==> src/rtl/int8_fully_connected_layer_defines.svh <==
// ----------------------------------------------------------------------------
// int8 fully connected layer: assertion macros
// Shared property wrappers, clocked on clk and disabled in rst.
// ----------------------------------------------------------------------------
`ifndef INT8_FULLY_CONNECTED_LAYER_DEFINES_SVH
`define INT8_FULLY_CONNECTED_LAYER_DEFINES_SVH

// same-cycle implication
`define FCL_ASSERT_IMP(lbl, ante, cons, msg) \
  lbl: assert property (@(posedge clk) disable iff (rst) (ante) |-> (cons)) \
    else $error(msg);

// next-cycle implication
`define FCL_ASSERT_NXT(lbl, ante, cons, msg) \
  lbl: assert property (@(posedge clk) disable iff (rst) (ante) |=> (cons)) \
    else $error(msg);

`endif

==> src/rtl/fcl_pkg.sv <==
`timescale 1ns / 1ps
// ----------------------------------------------------------------------------
// fcl_pkg
// Types and constants shared by the fully connected layer modules.
// ----------------------------------------------------------------------------
package fcl_pkg;

  localparam int FCL_LANES           = 4;
  localparam int FCL_LANE_W          = 2;
  localparam int FCL_DEF_MAX_INPUTS  = 64;
  localparam int FCL_DEF_MAX_OUTPUTS = 64;

  localparam logic [1:0] CMD_WEIGHT = 2'd0;
  localparam logic [1:0] CMD_BIAS   = 2'd1;
  localparam logic [1:0] CMD_ACT    = 2'd2;
  localparam logic [1:0] CMD_RUN    = 2'd3;

  localparam logic [1:0] REG_INPUT_COUNT  = 2'd0;
  localparam logic [1:0] REG_OUTPUT_COUNT = 2'd1;
  localparam logic [1:0] REG_RELU_ENABLE  = 2'd2;

  // activation token moving along the cell chain
  typedef struct packed {
    logic              valid;
    logic signed [7:0] act;
  } tok_t;

endpackage

==> src/rtl/fcl_ram.sv <==
`timescale 1ns / 1ps
// ----------------------------------------------------------------------------
// fcl_ram
// Generic single-write, single-read RAM with registered read data.
// ----------------------------------------------------------------------------
module fcl_ram #(
  parameter int WIDTH = 8,
  parameter int DEPTH = 64
) (
  input  logic                     clk,
  input  logic                     we,
  input  logic [$clog2(DEPTH)-1:0] waddr,
  input  logic [WIDTH-1:0]         wdata,
  input  logic [$clog2(DEPTH)-1:0] raddr,
  output logic [WIDTH-1:0]         rdata
);

  logic [WIDTH-1:0] mem [DEPTH];

  always_ff @(posedge clk) begin
    if (we) begin
      mem[waddr] <= wdata;
    end
    rdata <= mem[raddr];
  end

endmodule

==> src/rtl/fcl_cell.sv <==
`timescale 1ns / 1ps
// ----------------------------------------------------------------------------
// fcl_cell
// One MAC cell: owns the weight bank of its output lane, multiplies the
// passing activation by its weight and hands the token on to the next cell.
// ----------------------------------------------------------------------------
module fcl_cell
  import fcl_pkg::*;
#(
  parameter int WDEPTH = 64
) (
  input  logic                      clk,
  input  logic                      rst,
  input  logic                      clr,
  input  logic                      wr_en,
  input  logic [$clog2(WDEPTH)-1:0] wr_addr,
  input  logic [7:0]                wr_data,
  input  tok_t                      in_tok,
  input  logic [$clog2(WDEPTH)-1:0] in_addr,
  output tok_t                      out_tok,
  output logic [$clog2(WDEPTH)-1:0] out_addr,
  output logic [31:0]               acc
);

  logic [7:0]         weight;
  logic signed [15:0] prod;

  fcl_ram #(.WIDTH(8), .DEPTH(WDEPTH)) u_wbank (
    .clk   (clk),
    .we    (wr_en),
    .waddr (wr_addr),
    .wdata (wr_data),
    .raddr (in_addr),
    .rdata (weight)
  );

  // weight read lands together with the registered token
  assign prod = $signed(weight) * out_tok.act;

  always_ff @(posedge clk) begin
    if (rst) begin
      out_tok.valid <= 1'b0;
    end else begin
      out_tok.valid <= in_tok.valid;
    end
    out_tok.act <= in_tok.act;
    out_addr    <= in_addr;
    if (clr) begin
      acc <= '0;
    end else if (out_tok.valid) begin
      acc <= acc + {{16{prod[15]}}, prod};
    end
  end

endmodule

==> config.mk <==
export PLATFORM = sky130hd
export DESIGN_NAME = fcl_cell
export DESIGN_NICKNAME = d
export VERILOG_FILES = /design/src/rtl/int8_fully_connected_layer_defines.svh /design/src/rtl/fcl_pkg.sv /design/src/rtl/fcl_ram.sv /design/src/rtl/fcl_cell.sv
export SDC_FILE = /design/constraint.sdc
export NUM_CORES = 1
export LEC_CHECK = 0
export BUFFER_PORTS_ARGS = -buffer_cell sky130_fd_sc_hd__buf_2
export CAP_MARGIN = 20
export CORE_MARGIN = 5
export CORE_UTILIZATION = 60
export DETAILED_ROUTE_END_ITERATION = 12
export MAX_ROUTING_LAYER = met4
export PLACE_DENSITY_LB_ADDON = 0.12
export SYNTH_ARGS = -nofsm -noshare
export SYNTH_HDL_FRONTEND = slang
export SYNTH_SLANG_ARGS = --single-unit
==> constraint.sdc <==
create_clock -name clk -period 13.6 [get_ports clk]
set_input_delay 2.72 -clock clk [delete_from_list [all_inputs] [get_ports clk]]
set_output_delay 2.72 -clock clk [all_outputs]
set_load 0.05 [all_outputs]
After elaboration in Yosys (flattened, before gate mapping)
Memories as Yosys holds them, arrays and structs flattened. A register that Yosys moved wholly into a read port is not among the register bits. Cells that the tools add are included.

Register bits after elaboration: 47. Input port bits: 33. RAM bits: 512. Output and inout bits: 47. Logic and storage cells: 9. Memories: 1.

Memory list: u_wbank.mem (depth 64, bits a word 8, rd ports 1, clocked after Yosys merged registers in 1, write ports 1, RTL line fcl_ram.sv:18) `logic [WIDTH-1:0] mem [DEPTH];`.

Multipliers: 1. $add $sub $neg: 1. Mux-type cells: 2.

Operators by type and width (count): 32-bit adder (1); 8-bit by 8-bit multiplier with 16-bit output (1); 1-bit 2-to-1 mux (2).

Logic depth before layout (Yosys ltp)
Word-level depth: 2. Depth in mapped cells: 27. Mapped depth without buffers: 27.

Hierarchy
From an unflattened synthesis, not the netlist that was laid out.

Cell total of the unflattened synthesis: 1587. Area total of the unflattened synthesis: 25816.0 sq um.

Modules (own cells, without submodules): fcl_ram (cells each 940, sequential area each 15534.9 sq um, area an instance 20166.8 sq um, instances 1); fcl_cell (cells each 647, sequential area each 940.9 sq um, area an instance 5649.2 sq um, instances 1).

Worst setup path after synthesis
Ideal clock, no wire load.

Path type: reg-to-reg. From: reg out_tok[2] (netlist bit). To: reg acc[31]. Data arrival time: 6.405 ns. Library setup time: 0.121 ns. Cell stages (with the launch flop): 25. Setup slack: 7.074 ns. Cell sequence: dfxtp_1 -> nand2_1 -> fa_1 -> fa_1 -> inv_1 -> fa_1 -> inv_1 -> fa_1 -> inv_1 -> ha_1 -> and3_1 -> a21oi_1 -> o211ai_1 -> a21o_1 -> nand2_1 -> ha_1 -> clkbuf_2 -> a21oi_2 -> o211ai_1 -> a221oi_1 -> o2111ai_1 -> nand3_1 -> nand4b_1 -> mux2_1 -> mux2_4.

Cells in the longest elaborated chain, start to end: 2.

Ends and longest elaborated chain: from (decl) (RTL line fcl_cell.sv:20) `output tok_t out_tok,`; 8-bit by 8-bit multiplier with 16-bit output (RTL line fcl_cell.sv:38) `assign prod = $signed(weight) * out_tok.act;`; 32-bit adder (RTL line fcl_cell.sv:51) `acc <= acc + {{16{prod[15]}}, prod};`; to (signal assigned) (RTL line fcl_cell.sv:51); to (decl) (RTL line fcl_cell.sv:22) `output logic [31:0] acc`.

No other way between the ends. A chain may end at the register's enable or synchronous reset.

Final worst setup path
Ends and elaborated chain as after synthesis.

==> results.cfg <==
[layout]
area.growth.synth_to_final_pct = 11.5
layout_commonest_cell = edfxtp_1
fin_nets = 1691
final_util_pct = 67.6
drive_gt1_share_pct = 22.4
final_cell_mix = 512 x edfxtp_1, 168 x mux4_2, 102 x nor2_1, 90 x inv_1, 77 x buf_2
instances_no_fill = 2128

[pwr]
netSwitchingFraction_pct = 38.0
p_int_mw = 4.14
p_comb_share_pct = 46.7
leakagePower_nw = 9.97
powerDensity_nw_per_um2 = 235
power.share.clock_pct = 23.8
switchingPower_mw = 2.54
total_power_mw = 6.68
ir_worst_vdd_v = 0.000215
power_frac_seq_pct = 29.5

[worst_hold_path]
min_to = acc[28]$_SDFFE_PP0P_
min_path_type = register to register
worstHoldStart = acc[28]$_SDFFE_PP0P_
hold_path_depth = 2

[timing]
fin_setup_tns_ps = 0
period_share_pct = 50.8
fmax_mhz = 145
fin_worst_skew_ps = 45.0
finalHoldViolations = 0
worst_slew_pin_slew_ps = 1090
setup_viol = 0
maxSlewHeadroom_pct = 27.4
rsz0062_at_grt = false
drv_slew = 0
finalCriticalPeriod_ps = 6910
finalWorstSetupSlack_ps = 6690

[synth]
synthDistinctLibCells = 63
ys_ff_latch = 567
synth_nets = 1596
syn_inst = 1445
ys_warn_count = 0
synthArstFlopShare_pct = 0
netlist_area_um2 = 25400
yosysSeqAreaShare_pct = 64.8
synthFlopType = edfxtp_1
synth_edf_count = 512
syn-mean-instance-area_um2 = 17.6

[routing]
wl_per_cell_um = 25.4
vias = 13100
via_per_inst = 6.16
drtAntennaViolNets = 0
drc = 0
drtIter0Drc = 1206
wirelength_um = 54000
firstDrtPassIters = 5

[flow_run]
maxCapViolations = 0

[setup_path]
endpoint_kind = register
cp_max_fo = 17
arrival_ps = 7420
path_class = register to register
start_kind = register
rr_startpoint = out_tok[2]$_DFF_P_
r2r_end = acc[31]$_SDFFE_PP0P_
critPathRequiredTime_ps = 14110
r2r_slack_ps = 6690
r2r_cells = 25

[status]
status = finished, final reports clean

[clock_network]
cts_resized = 0
cts_max_path_buffers = 3
htreeDepth = 2
hold_buffers = 0
clockRootBuffer = clkbuf_16
cts_buffers = 57
path_clk_slew_ps = 60
cts_tree = yes
clock-sinks = 567
clkLatencyLatePin_ps = 640
cts_setup_buffers = 0

[place]
place_inst = 2015
pre_cts_ws_ps = 6610
place.port_buffers = 79
dp_hpwl_um = 33800
routabilityCongestion = 0.860

[global_routing]
grt_pass1_wl_um = 82900
grt-ovfl-total = 0
grt_pass1_vias = 13400
grt_usage_pct = 24.4
antenna_found_initial = 2
grt_max_degree = 82

[floorplan]
start_util_pct = 60.6
rows = 75
die_h_um = 216
fp.dieW_um = 216
ios = 80
dieArea_um2 = 46600
coreArea_um2 = 41900
-- area by class of cell --
class | count | area [µm²]
Antenna cell | 2 | 5.00
Clock buffer | 80 | 1540
Clock inverter | 26 | 370
Fill cell | 2769 | 13600
Inverter | 90 | 338
Multi-Input combinational cell | 731 | 8380
Sequential cell | 567 | 16500
Tap cell | 539 | 674
Timing Repair Buffer | 93 | 582
-- worst max-delay path, stage by stage, from the launching register on --
cell       delay (ps)
dfxtp_1           380
and2_1            210
fa_1              530
inv_1              60
fa_1              530
inv_1              50
fa_1              470
inv_1              50
fa_1              470
inv_1              40
ha_1              290
o21ai_0            90
nor2_1            100
o41ai_2           340
o211ai_1          240
nand3_1           180
nand2_1           420
ha_1              580
a21oi_2           210
o211ai_1          110
a221oi_1          390
o2111ai_1         230
nand3_1           110
nand4b_1          100
mux2_1            340
mux2_4            290
-- synthesized netlist by cell type, types with 7 or more instances --
| library cell | number | area share [%] |
|---|---|---|
| a21o_1 | 20 | 0.59 |
| a21oi_1 | 20 | 0.39 |
| and2_1 | 44 | 1.1 |
| and3_1 | 7 | 0.17 |
| buf_1 | 10 | 0.15 |
| buf_2 | 12 | 0.24 |
| clkbuf_1 | 32 | 0.47 |
| dfxtp_1 | 55 | 4.3 |
| edfxtp_1 | 512 | 60 |
| fa_1 | 56 | 4.4 |
| ha_1 | 62 | 3.0 |
| inv_1 | 90 | 1.3 |
| mux2i_1 | 19 | 0.75 |
| mux4_2 | 168 | 15 |
| nand2_1 | 39 | 0.58 |
| nand2b_1 | 14 | 0.34 |
| nand3_1 | 17 | 0.33 |
| nor2_1 | 102 | 1.5 |
| nor2b_1 | 16 | 0.39 |
| nor3_1 | 11 | 0.22 |
| o21ai_0 | 19 | 0.37 |
| xnor2_1 | 24 | 0.83 |
| xor2_1 | 13 | 0.45 |
-- metal layers --
layer	vias up	GRT usage [%]	share of wire (%)
met5	-	-	0
met4	0	6.66	2.9
met3	96	5.24	7.0
met2	417	39.2	50
met1	6771	32.5	40
li1	5814	-	-
-- state kept, by name, summed over array words and instances (netlist names) --
| name | cells |
|---|---|
| out_tok | 9 |
| u_wbank.mem | 512 |
| acc | 32 |
| out_addr | 6 |
| u_wbank.rdata | 8 |
-- cells by family (layout without fill, tap and decap cells) --
family	after synthesis	in the layout	share of synthesized area, %
other	0	2	0
buffers and inverters	147	289	2.28
and+or+nand+nor	275	275	5.39
adders and majority gates	118	118	7.46
DFF	567	567	64.8
xor gates and xnor gates	37	37	1.27
muxes	190	190	15.8
AOI/OAI and AO/OA	111	111	3.06
-- through the flow --
| stage | hold slack, ps | area [µm²] |
|---|---|---|
| after floorplan | 674 | 25400 |
| after global placement | 484 | 26300 |
| after detailed placement | 483 | 26300 |
| after CTS | 493 | 28300 |
| after global routing | 543 | 28400 |
| final | 490 | 28400 |
-- worst max-delay path by stage --
| stage | start | end | slack [ps] | depth (start not counted) |
|---|---|---|---|---|
| detailed placement | out_tok[2]$_DFF_P_ | acc[31]$_SDFFE_PP0P_ | 6610 | 25 |
| global route | u_wbank.rdata[7]$_DFF_P_ | acc[29]$_SDFFE_PP0P_ | 6120 | 25 |
| CTS | out_tok[2]$_DFF_P_ | acc[31]$_SDFFE_PP0P_ | 6630 | 25 |
| floorplan | out_tok[2]$_DFF_P_ | acc[31]$_SDFFE_PP0P_ | 7070 | 24 |
| global placement | out_tok[2]$_DFF_P_ | acc[31]$_SDFFE_PP0P_ | 6760 | 25 |
| finish | out_tok[2]$_DFF_P_ | acc[31]$_SDFFE_PP0P_ | 6690 | 25 |
-- power by group through the flow --
| stage | Combinational (mW) | Sequential, mW | Clock [mW] |
|---|---|---|---|
| floorplan | 2.40 | 2.07 | 0 |
| global placement | 3.08 | 2.01 | 0 |
| detailed placement | 3.13 | 2.01 | 0 |
| CTS | 3.15 | 1.97 | 1.61 |
| global route | 3.53 | 1.98 | 1.70 |
| finish | 3.12 | 1.97 | 1.59 |
No activity file was read; power rests on OpenSTA's default activity.
