<file path="config.mk">
export PLATFORM = sky130hd
export DESIGN_NAME = fcl_ram
export DESIGN_NICKNAME = d
export VERILOG_FILES = /design/src/rtl/int8_fully_connected_layer_defines.svh /design/src/rtl/fcl_ram.sv
export SDC_FILE = /design/constraint.sdc
export NUM_CORES = 1
export LEC_CHECK = 0
export BUFFER_PORTS_ARGS = -buffer_cell sky130_fd_sc_hd__buf_2
export CAP_MARGIN = 20
export CORE_MARGIN = 5
export CORE_UTILIZATION = 35
export CTS_BUF_LIST = sky130_fd_sc_hd__clkbuf_4 sky130_fd_sc_hd__clkbuf_8
export DETAILED_ROUTE_END_ITERATION = 12
export GPL_TIMING_DRIVEN = 1
export PLACE_DENSITY_LB_ADDON = 0.12
export SLEW_MARGIN = 20
export SYNTH_ARGS = -nofsm -noshare
export SYNTH_HDL_FRONTEND = slang
export SYNTH_SLANG_ARGS = --single-unit
</file>
<file path="constraint.sdc">
create_clock -name clk -period 2.73 [get_ports clk]
set_clock_uncertainty 0.2 [all_clocks]
set_input_delay 0.1365 -clock clk [delete_from_list [all_inputs] [get_ports clk]]
set_output_delay 0.1365 -clock clk [all_outputs]
set_load 0.005 [all_outputs]
</file>
<file path="src/rtl/int8_fully_connected_layer_defines.svh">
// ----------------------------------------------------------------------------
// int8 fully connected layer: assertion macros
// Shared property wrappers, clocked on clk and disabled in rst.
// ----------------------------------------------------------------------------
`ifndef INT8_FULLY_CONNECTED_LAYER_DEFINES_SVH
`define INT8_FULLY_CONNECTED_LAYER_DEFINES_SVH

// same-cycle implication
`define FCL_ASSERT_IMP(lbl, ante, cons, msg) \
  lbl: assert property (@(posedge clk) disable iff (rst) (ante) |-> (cons)) \
    else $error(msg);

// next-cycle implication
`define FCL_ASSERT_NXT(lbl, ante, cons, msg) \
  lbl: assert property (@(posedge clk) disable iff (rst) (ante) |=> (cons)) \
    else $error(msg);

`endif

</file>
<file path="src/rtl/fcl_ram.sv">
`timescale 1ns / 1ps
// ----------------------------------------------------------------------------
// fcl_ram
// Generic single-write, single-read RAM with registered read data.
// ----------------------------------------------------------------------------
module fcl_ram #(
  parameter int WIDTH = 8,
  parameter int DEPTH = 64
) (
  input  logic                     clk,
  input  logic                     we,
  input  logic [$clog2(DEPTH)-1:0] waddr,
  input  logic [WIDTH-1:0]         wdata,
  input  logic [$clog2(DEPTH)-1:0] raddr,
  output logic [WIDTH-1:0]         rdata
);

  logic [WIDTH-1:0] mem [DEPTH];

  always_ff @(posedge clk) begin
    if (we) begin
      mem[waddr] <= wdata;
    end
    rdata <= mem[raddr];
  end

endmodule

</file>
==> After elaboration in Yosys (flattened, before gate mapping) <==
Memories as Yosys holds them, arrays and structs flattened. A register that Yosys moved wholly into a read port is not among the register bits.
Cells that the tools add are included.
{ "word_totals": {"regBits": 0, "ramBits": 512, "inputBits": 22, "elab_cells": 3, "mem_count": 1} }
{ "mem_list": {"columns": ["memory", "depth", "word_bits", "rd", "rd_clocked_by_memory_dff", "write_ports", "line_no", "rtl"], "rows": [
  ["mem", 64, 8, 1, 1, 1, "fcl_ram.sv:18", "logic [WIDTH-1:0] mem [DEPTH];"]
]} }
{ "classes": {"mux": 2} }
{ "op_table": {"columns": ["op", "n"], "rows": [
  ["1-bit 2-to-1 mux", 2]
]} }

==> Longest topological paths before layout <==
Gate-level depths: netlist of the first run.
{ "depth": {"ltp_word": 2, "depth_mapped": 9, "depth_no_buf": 5} }

==> Worst setup path before layout of the first run <==
Ideal clock, no wire load.
{ "synth_path": {"path_kind": "input to register", "start": "input raddr[1]", "end": "register rdata[3] (read register of mem)", "arrival_ns": 1.676, "required_time_ns": 2.402, "setup_slack_ns": 0.726, "cell_stages": 7, "n_path_buf": 3, "cell_sequence": "buf_4 > buf_2 > buf_2 > mux4_2 > mux4_2 > o21ai_1 > o41ai_1"} }
{ "synth_lines": {"columns": ["element", "line_no", "rtl"], "rows": [
  ["start: declaration", "fcl_ram.sv:14", "input logic [$clog2(DEPTH)-1:0] raddr,"],
  ["end: declaration", "fcl_ram.sv:15", "output logic [WIDTH-1:0] rdata"]
]} }

==> results of run 1 <==
-- synthesized netlist by cell type --
| master | number |
|---|---|
| o41ai_1 | 2 |
| a2111oi_0 | 2 |
| nand3_1 | 13 |
| nand4b_1 | 1 |
| buf_1 | 4 |
| a21oi_1 | 3 |
| dfxtp_1 | 8 |
| a31oi_1 | 1 |
| buf_6 | 4 |
| nor2_1 | 83 |
| mux4_2 | 126 |
| o22ai_1 | 8 |
| o32ai_1 | 2 |
| a221oi_1 | 6 |
| mux2i_1 | 23 |
| nor3_1 | 7 |
| o2bb2ai_1 | 3 |
| a211oi_1 | 4 |
| o21ai_1 | 2 |
| nand2_1 | 19 |
| nand2b_1 | 7 |
| buf_2 | 11 |
| and2_1 | 1 |
| a22oi_1 | 3 |
| o221a_2 | 2 |
| o21a_1 | 2 |
| o221ai_1 | 8 |
| o21ai_0 | 2 |
| nor4_1 | 2 |
| buf_4 | 13 |
| edfxtp_1 | 512 |
| nand3b_1 | 3 |
| clkbuf_1 | 17 |
| buf_12 | 2 |
| o311ai_1 | 1 |
| mux2_2 | 13 |
| nand4_1 | 2 |
| nor2b_1 | 14 |
| o2111ai_1 | 3 |
| or3_1 | 1 |
-- registers in the layout, summed over array words and instances (netlist names) --
signal	count
mem	512
rdata	8
-- placed cells by master (no fill, tap or decap), types with 12 or more instances in the layout --
master / Yosys / final
edfxtp_1: 512 / 512
mux4_2: 126 / 126
buf_4: 13 / 122
clkbuf_8: 0 / 93
nor2_1: 83 / 83
clkinv_1: 0 / 32
buf_2: 11 / 26
mux2i_1: 23 / 23
clkbuf_4: 0 / 22
nand2_1: 19 / 19
dlygate4sd3_1: 0 / 17
nor2b_1: 14 / 14
mux2_2: 13 / 13
nand3_1: 13 / 13
buf_12: 2 / 12
-- power groups by stage --
| stage | combinational [mW] | clock [mW] | sequential [mW] |
|---|---|---|---|
| after CTS | 0.953 | 6.98 | 8.87 |
| after floorplan | 0.471 | 0 | 9.02 |
| final | 0.934 | 6.75 | 8.87 |
| after global placement | 0.929 | 0 | 9.04 |
| after detailed placement | 0.933 | 0 | 9.04 |
| after global routing | 1.00 | 7.37 | 8.87 |
-- final cells by class --
class | instances | area (sq um)
diodes | 2 | 5.005
clock buffers | 114 | 1431
clock inverters | 48 | 284.0
fillers | 5065 | 33370
multi-input cells | 369 | 4315
flip-flops and latches | 520 | 15530
well taps | 765 | 957.2
repair buffers | 178 | 1470
-- tightest hold or removal path, stage by stage --
cell,delay (ps)
buf_2,210
nand4b_1,170
nor2_1,60
buf_4,180
-- final timing paths --
path	from	end	slack, ps	depth (start not counted)
worst max-delay path	mem[29][6]	rdata[6]	240	5
worst min-delay path	waddr[4]	mem[52][2]	90	4
worst max register to register	mem[29][6]	rdata[6]	240	5
worst min register to register	mem[26][4]	rdata[4]	650	3
-- cells by family after synthesis --
kind of cell / synth area share (%)
AO/OA/AOI/OAI: 2.072
buffers and inverters: 1.570
flip-flops: 77.03
multiplexers: 15.94
AND/OR/NAND/NOR: 3.387
-- per-layer routing --
| metal | part of all wire, % | wire length [um] |
|---|---|---|
| met1 | 46 | 23570 |
| met2 | 48 | 24630 |
| met3 | 4.9 | 2536 |
| met4 | 2.0 | 1029 |
| met5 | 0 | 0 |
-- what timing repair did --
action                                  in CTS  in global routing
hold endpoints to repair                   342                  0
endpoints found under the setup margin       0                  0
hold buffers                                17                  0
resized for setup                            0                  0
-- metrics by stage --
step	util [%]	setup slack, ps
3_3_place_gp	38.54	-74.29
6_report	41.83	240.9
2_1_floorplan	-	725.8
3_5_place_dp	38.54	-132.2
5_1_grt	41.83	164.9
4_1_cts	41.83	151.1
==> results by group, run 1 <==
Run status
  – Status: complete, no violations

Worst setup path
  – Slowest cell on the critical path: nor3_1
  – Required time at the worst-slack endpoint: 3040 ps
  – CP startpoint kind: flop
  – CP peak stage delay: 570 ps
  – Worst endpoint data arrival time: 2800 ps
  – Critical-path maximum fanout: 1
  – CP Cell Sequence: mux4_2 -> mux2_2 -> o221a_2 -> nor3_1 -> o32ai_1
  – Combined buffer and inverter count along the critical path: 0
  – Kind of end point of the critical path: flop
  – Type of the worst setup path: reg -> reg
  – Family with the most delay on the worst path: multiplexers

Pwr
  – Design Power: 16.56 mW
  – Clock network power share: 40.8%
  – Fraction of power spent switching nets: 21.92%
  – Net switching component of the power: 3.630 mW
  – Portion of total power attributed to sequential cells: 53.6%
  – Peak supply drop: 0.3242 mV
  – Combinational group share of total power: 5.6%
  – PD cells: 689.9 nW/um^2
  – Static leakage power: 7.774 nW
  – Design internal power: 12.93 mW

Synth
  – Flops & latches, synth: 520
  – Proportion of netlist area held by the largest area contributor: 76.24%
  – Synth Net Count: 962
  – Share of synthesized area occupied by flip-flops and latches: 77.03%
  – Synth Area per Inst: 21.45 sq um
  – Leading post-synthesis cells by cell area: edfxtp_1, mux4_2, nor2_1
  – Mapped cell area: 20170 sq um
  – Number of warnings issued by yosys: 0
  – Number of library cell types mapped by synthesis: 40
  – Post-synth top area cell: edfxtp_1
  – Gate Count Post-Synth: 940

Placed design
  – Number of placed instances, taps included: 1815
  – Routability Congestion: 0.7495
  – Half-perimeter wire length after placement: 33370 um
  – Buffers on Ports: 29
  – Post-detailed-placement cell area: 22110 sq um

Job
  – Max-cap violations: 0

Floorplan
  – Site row count: 88
  – I/O Pins: 30
  – Initial core utilization: 35.16%
  – Placeable core region: 57370 sq um
  – Total Die Area: 62520 sq um
  – DIE WIDTH: 250.0 um
  – Chip Height: 250.0 um

CTS
  – Clock transition time at the flip-flop clock pins of the worst setup and hold paths: 60 ps
  – Buffer type at the clock tree root: clkbuf_8
  – Post-CTS setup buffers: 0
  – Total clock sinks: 520
  – Worst-skew pair later-pin latency: 660 ps
  – Total number of H-tree levels: 3
  – Number of buffers inserted during clock tree synthesis: 88
  – TritonCTS clock tree: done
  – Number of buffers between clock root and the deepest sink: 3

Cells and area
  – Post-Layout Cell Count: 1996
  – Ratio of cells with drive above 1 in the final layout: 35.15%
  – Final non-filler cell area: 24000 sq um
  – Final-stage net count: 1179
  – Post-synthesis to final-layout area growth: 19.00%

STA
  – Smallest hold slack: 94.71 ps
  – Max Slew Vio Count: 0
  – Final cycle utilization of the critical path: 91.18%
  – Relative slew slack: 37.57%
  – Unrepaired setup endpoints after global routing: false
  – Fmax: 401.7 MHz
  – Sum of negative setup slack: 0 ps
  – Transition at the pin with the smallest max-transition slack: 936.4 ps
  – Post-route minimum period: 2489 ps
  – Final-report setup violation count: 0
  – Number of hold violations in the final report: 0

Detailed routing
  – Detail-routed via count per cell: 5.031
  – Number of vias in the routed layout: 10040
  – Antenna viol nets, final: 0
  – First-pass iteration count of the detailed router: 5
  – Violation count after the first detailed-route iteration: 921
  – Routed len/inst: 25.93 um
  – Sum of routed wire length over all layers: 51770 um
  – Drc violations: 0

Global route
  – Met1 track demand over resource in global routing: 23.37%
  – Total global-route track usage: 16.59%
  – Via count of the first global-routing pass: 10640
  – Global-route track usage on met3: 3.564%
  – Grt met2 use: 26.22%
  – Maximum number of pins on one net before global-route repair: 65
  – Wire length of the first global-routing pass: 75400 um
  – Most used routing layer: met2
  – Initial antenna violation count: 2
  – GRT Residual Overflow: 0

Hold path
  – Hold WC Path Type: in -> reg
Note: power is estimated with default switching activity, not from simulation.
==> inputs of run 2 (changes only) <==
--- a/config.mk
+++ b/config.mk
@@ -11,7 +11,7 @@
 export CORE_UTILIZATION = 35
 export CTS_BUF_LIST = sky130_fd_sc_hd__clkbuf_4 sky130_fd_sc_hd__clkbuf_8
 export DETAILED_ROUTE_END_ITERATION = 12
-export GPL_TIMING_DRIVEN = 1
+export GPL_TIMING_DRIVEN = 0
 export PLACE_DENSITY_LB_ADDON = 0.12
 export SLEW_MARGIN = 20
 export SYNTH_ARGS = -nofsm -noshare
==> run 2 against run 1 <==
Clock power about the same. Critical path type is now in -> reg. Clock-buffer cell count increased by 4. Register-to-register slack improved by 110 ps. Maximum frequency decreased by 4.5%. First-iteration DRC count decreased by 17%.
==> results by group, run 2 (synthesis gave the netlist of run 1 again) <==
STA
  – Crit path setup slack, layout: 123.7 ps (-117.2 ps)
  – Post-route minimum period: 2606 ps (+117.2 ps)
  – Relative slew slack: 30.01% (-7.6 points)
  – Number of hold violations in the final report: 0 (unchanged)
  – Max Slew Vio Count: 0 (unchanged)
  – Final cycle utilization of the critical path: 95.47% (+4.3 points)
  – Sum of negative setup slack: 0 ps (unchanged)
  – Transition at the pin with the smallest max-transition slack: 1050 ps (+113.5 ps)
  – Unrepaired setup endpoints after global routing: false
  – Smallest hold slack: 76.92 ps (-17.79 ps)
  – Final-report setup violation count: 0 (unchanged)
  – Fmax: 383.7 MHz (-4.5%)

CTS
  – Hold buffer count at cts: 10 (-7)
  – Buffer type at the clock tree root: clkbuf_8
  – Total number of H-tree levels: 3 (unchanged)
  – Post-CTS setup buffers: 0 (unchanged)
  – Clock transition time at the flip-flop clock pins of the worst setup and hold paths: 60 ps (about the same)
  – Worst-skew pair later-pin latency: 650 ps (about the same)
  – Number of buffers between clock root and the deepest sink: 3 (unchanged)
  – Resized cells post-CTS: 0 (unchanged)
  – Total clock sinks: 520 (unchanged)
  – TritonCTS clock tree: done
  – Number of buffers inserted during clock tree synthesis: 87 (-1.1%)

Cells and area
  – Ratio of cells with drive above 1 in the final layout: 28.75% (-6.4 points)
  – Registers with the most flip-flops: mem (512), rdata (8)
  – Final-stage net count: 1084 (-8.1%)
  – Final non-filler cell area: 23080 sq um (-3.8%)
  – Register with the highest flop count: mem
  – Multi-input gate area in the final layout: 4325 sq um (+0.23%)
  – Filler cells: 5154 (+1.8%)
  – Post-Layout Cell Count: 1901 (-4.8%)
  – Max reg flops: 512 (unchanged)
  – Share of the core filled with cells in the final layout: 40.23% (-1.6 points)
  – Post-synthesis to final-layout area growth: 14.44%
  – Most used cells in the layout excluding fill and tap cells: edfxtp_1, mux4_2, clkbuf_8
  – Most common cell after layout, fill and taps aside: edfxtp_1
  – Area taken by flip-flops and latches: 15530 sq um (unchanged)

Floorplan
  – I/O Pins: 30 (unchanged)
  – Site row count: 88 (unchanged)
  – Chip Height: 250.0 um (unchanged)
  – DIE WIDTH: 250.0 um (unchanged)
  – Initial core utilization: 35.16% (unchanged)
  – Total Die Area: 62520 sq um (unchanged)
  – Placeable core region: 57370 sq um (unchanged)

Worst setup path
  – Worst endpoint data arrival time: 2880 ps (+80 ps)
  – Required time at the worst-slack endpoint: 3000 ps (-40 ps)
  – CP peak stage delay: 790 ps (+220 ps)
  – Family with the most delay on the worst path: buffers and inverters
  – CP Cell Sequence: buf_4 -> buf_2 -> buf_1 -> nand2_1 -> o221ai_1 -> nor2_1 -> nor3_1 -> o32ai_1
  – Kind of end point of the critical path: flop
  – Worst setup slack for register-to-register paths: 350 ps (+110 ps)
  – Critical-path maximum fanout: 10 (+9)
  – CP startpoint kind: primary input
  – Type of the worst setup path: in -> reg
  – Combined buffer and inverter count along the critical path: 3 (+3)
  – Slowest cell on the critical path: buf_1

Run status
  – Status: complete, no violations

Pwr
  – Design Power: 16.50 mW (-0.33%)
  – PD cells: 715.0 nW/um^2 (+3.6%)
  – Peak supply drop: 0.2569 mV (-21%)
  – Static leakage power: 7.149 nW (-8.0%)

Placed design
  – Buffers on Ports: 21 (-28%)
  – Half-perimeter wire length after placement: 34110 um (+2.2%)
  – Number of placed instances, taps included: 1726 (-4.9%)
  – Post-detailed-placement cell area: 21250 sq um (-3.9%)
  – Routability Congestion: 0.8403 (+12%)
  – Worst setup timing slack at the placement stage: -561.6 ps (-429.4 ps)

Global route
  – Wire length of the first global-routing pass: 77220 um (+2.4%)
  – Maximum number of pins on one net before global-route repair: 65 (unchanged)
  – GRT Residual Overflow: 0 (unchanged)
  – Total global-route track usage: 17.29% (+0.70 points)
  – Via count of the first global-routing pass: 10430 (-1.9%)
  – Initial antenna violation count: 3 (+1)

Hold path
  – Hold WC Path Type: in -> reg

Detailed routing
  – Routed len/inst: 28.62 um (+10%)
  – First-pass iteration count of the detailed router: 7 (+2)
  – Drc violations: 0 (unchanged)
  – Antenna viol nets, final: 0 (unchanged)
  – Number of vias in the routed layout: 9956 (-0.85%)
  – Violation count after the first detailed-route iteration: 761 (-17%)
  – Sum of routed wire length over all layers: 54410 um (+5.1%)
  – Detail-routed via count per cell: 5.237 (+4.1%)

Job
  – Max-cap violations: 0 (unchanged)
==> run 2: area by class of cell <==
class                   count  share of cell area, %
flip-flops and latches    520                  67.31
multi-input cells         369                  18.74
clock buffers             118                  6.305
well taps                 765                  4.147
plain buffers              51                  1.372
repair buffers             33                  1.063
clock inverters            43                  1.036
diodes                      2                0.02169
==> run 2: final timing paths <==
check	from	cells after the start	endpoint
setup / recovery	raddr[1]	8	rdata[4]
hold reg to reg	mem[7][7]	4	rdata[7]
setup reg to reg	mem[21][4]	5	rdata[4]
hold / removal	waddr[2]	3	mem[55][1]
==> run 2: power breakdown <==
part           internal, mW  total, mW  leakage, nW  switching (mW)
logic                 0.325      0.923         1.59           0.598
clock network          3.64       6.72        0.884            3.08
registers              8.84       8.86         4.67          0.0142
total                  12.8       16.5         7.15            3.69
==> run 2: worst register-to-register path: stages (launching register included) <==
cell and delay (ps):
edfxtp_1 360, mux4_2 500, mux2_2 310, o221a_2 290, nor3_1 320, o32ai_1 230
==> run 2: metal layers <==
metal	wire [um]	vias to the layer above	track usage, %
met5	0	-	0
met4	1309	0	5.847
met3	2744	70	3.376
met2	25540	293	26.93
met1	24820	5403	24.65
li1	-	4190	-
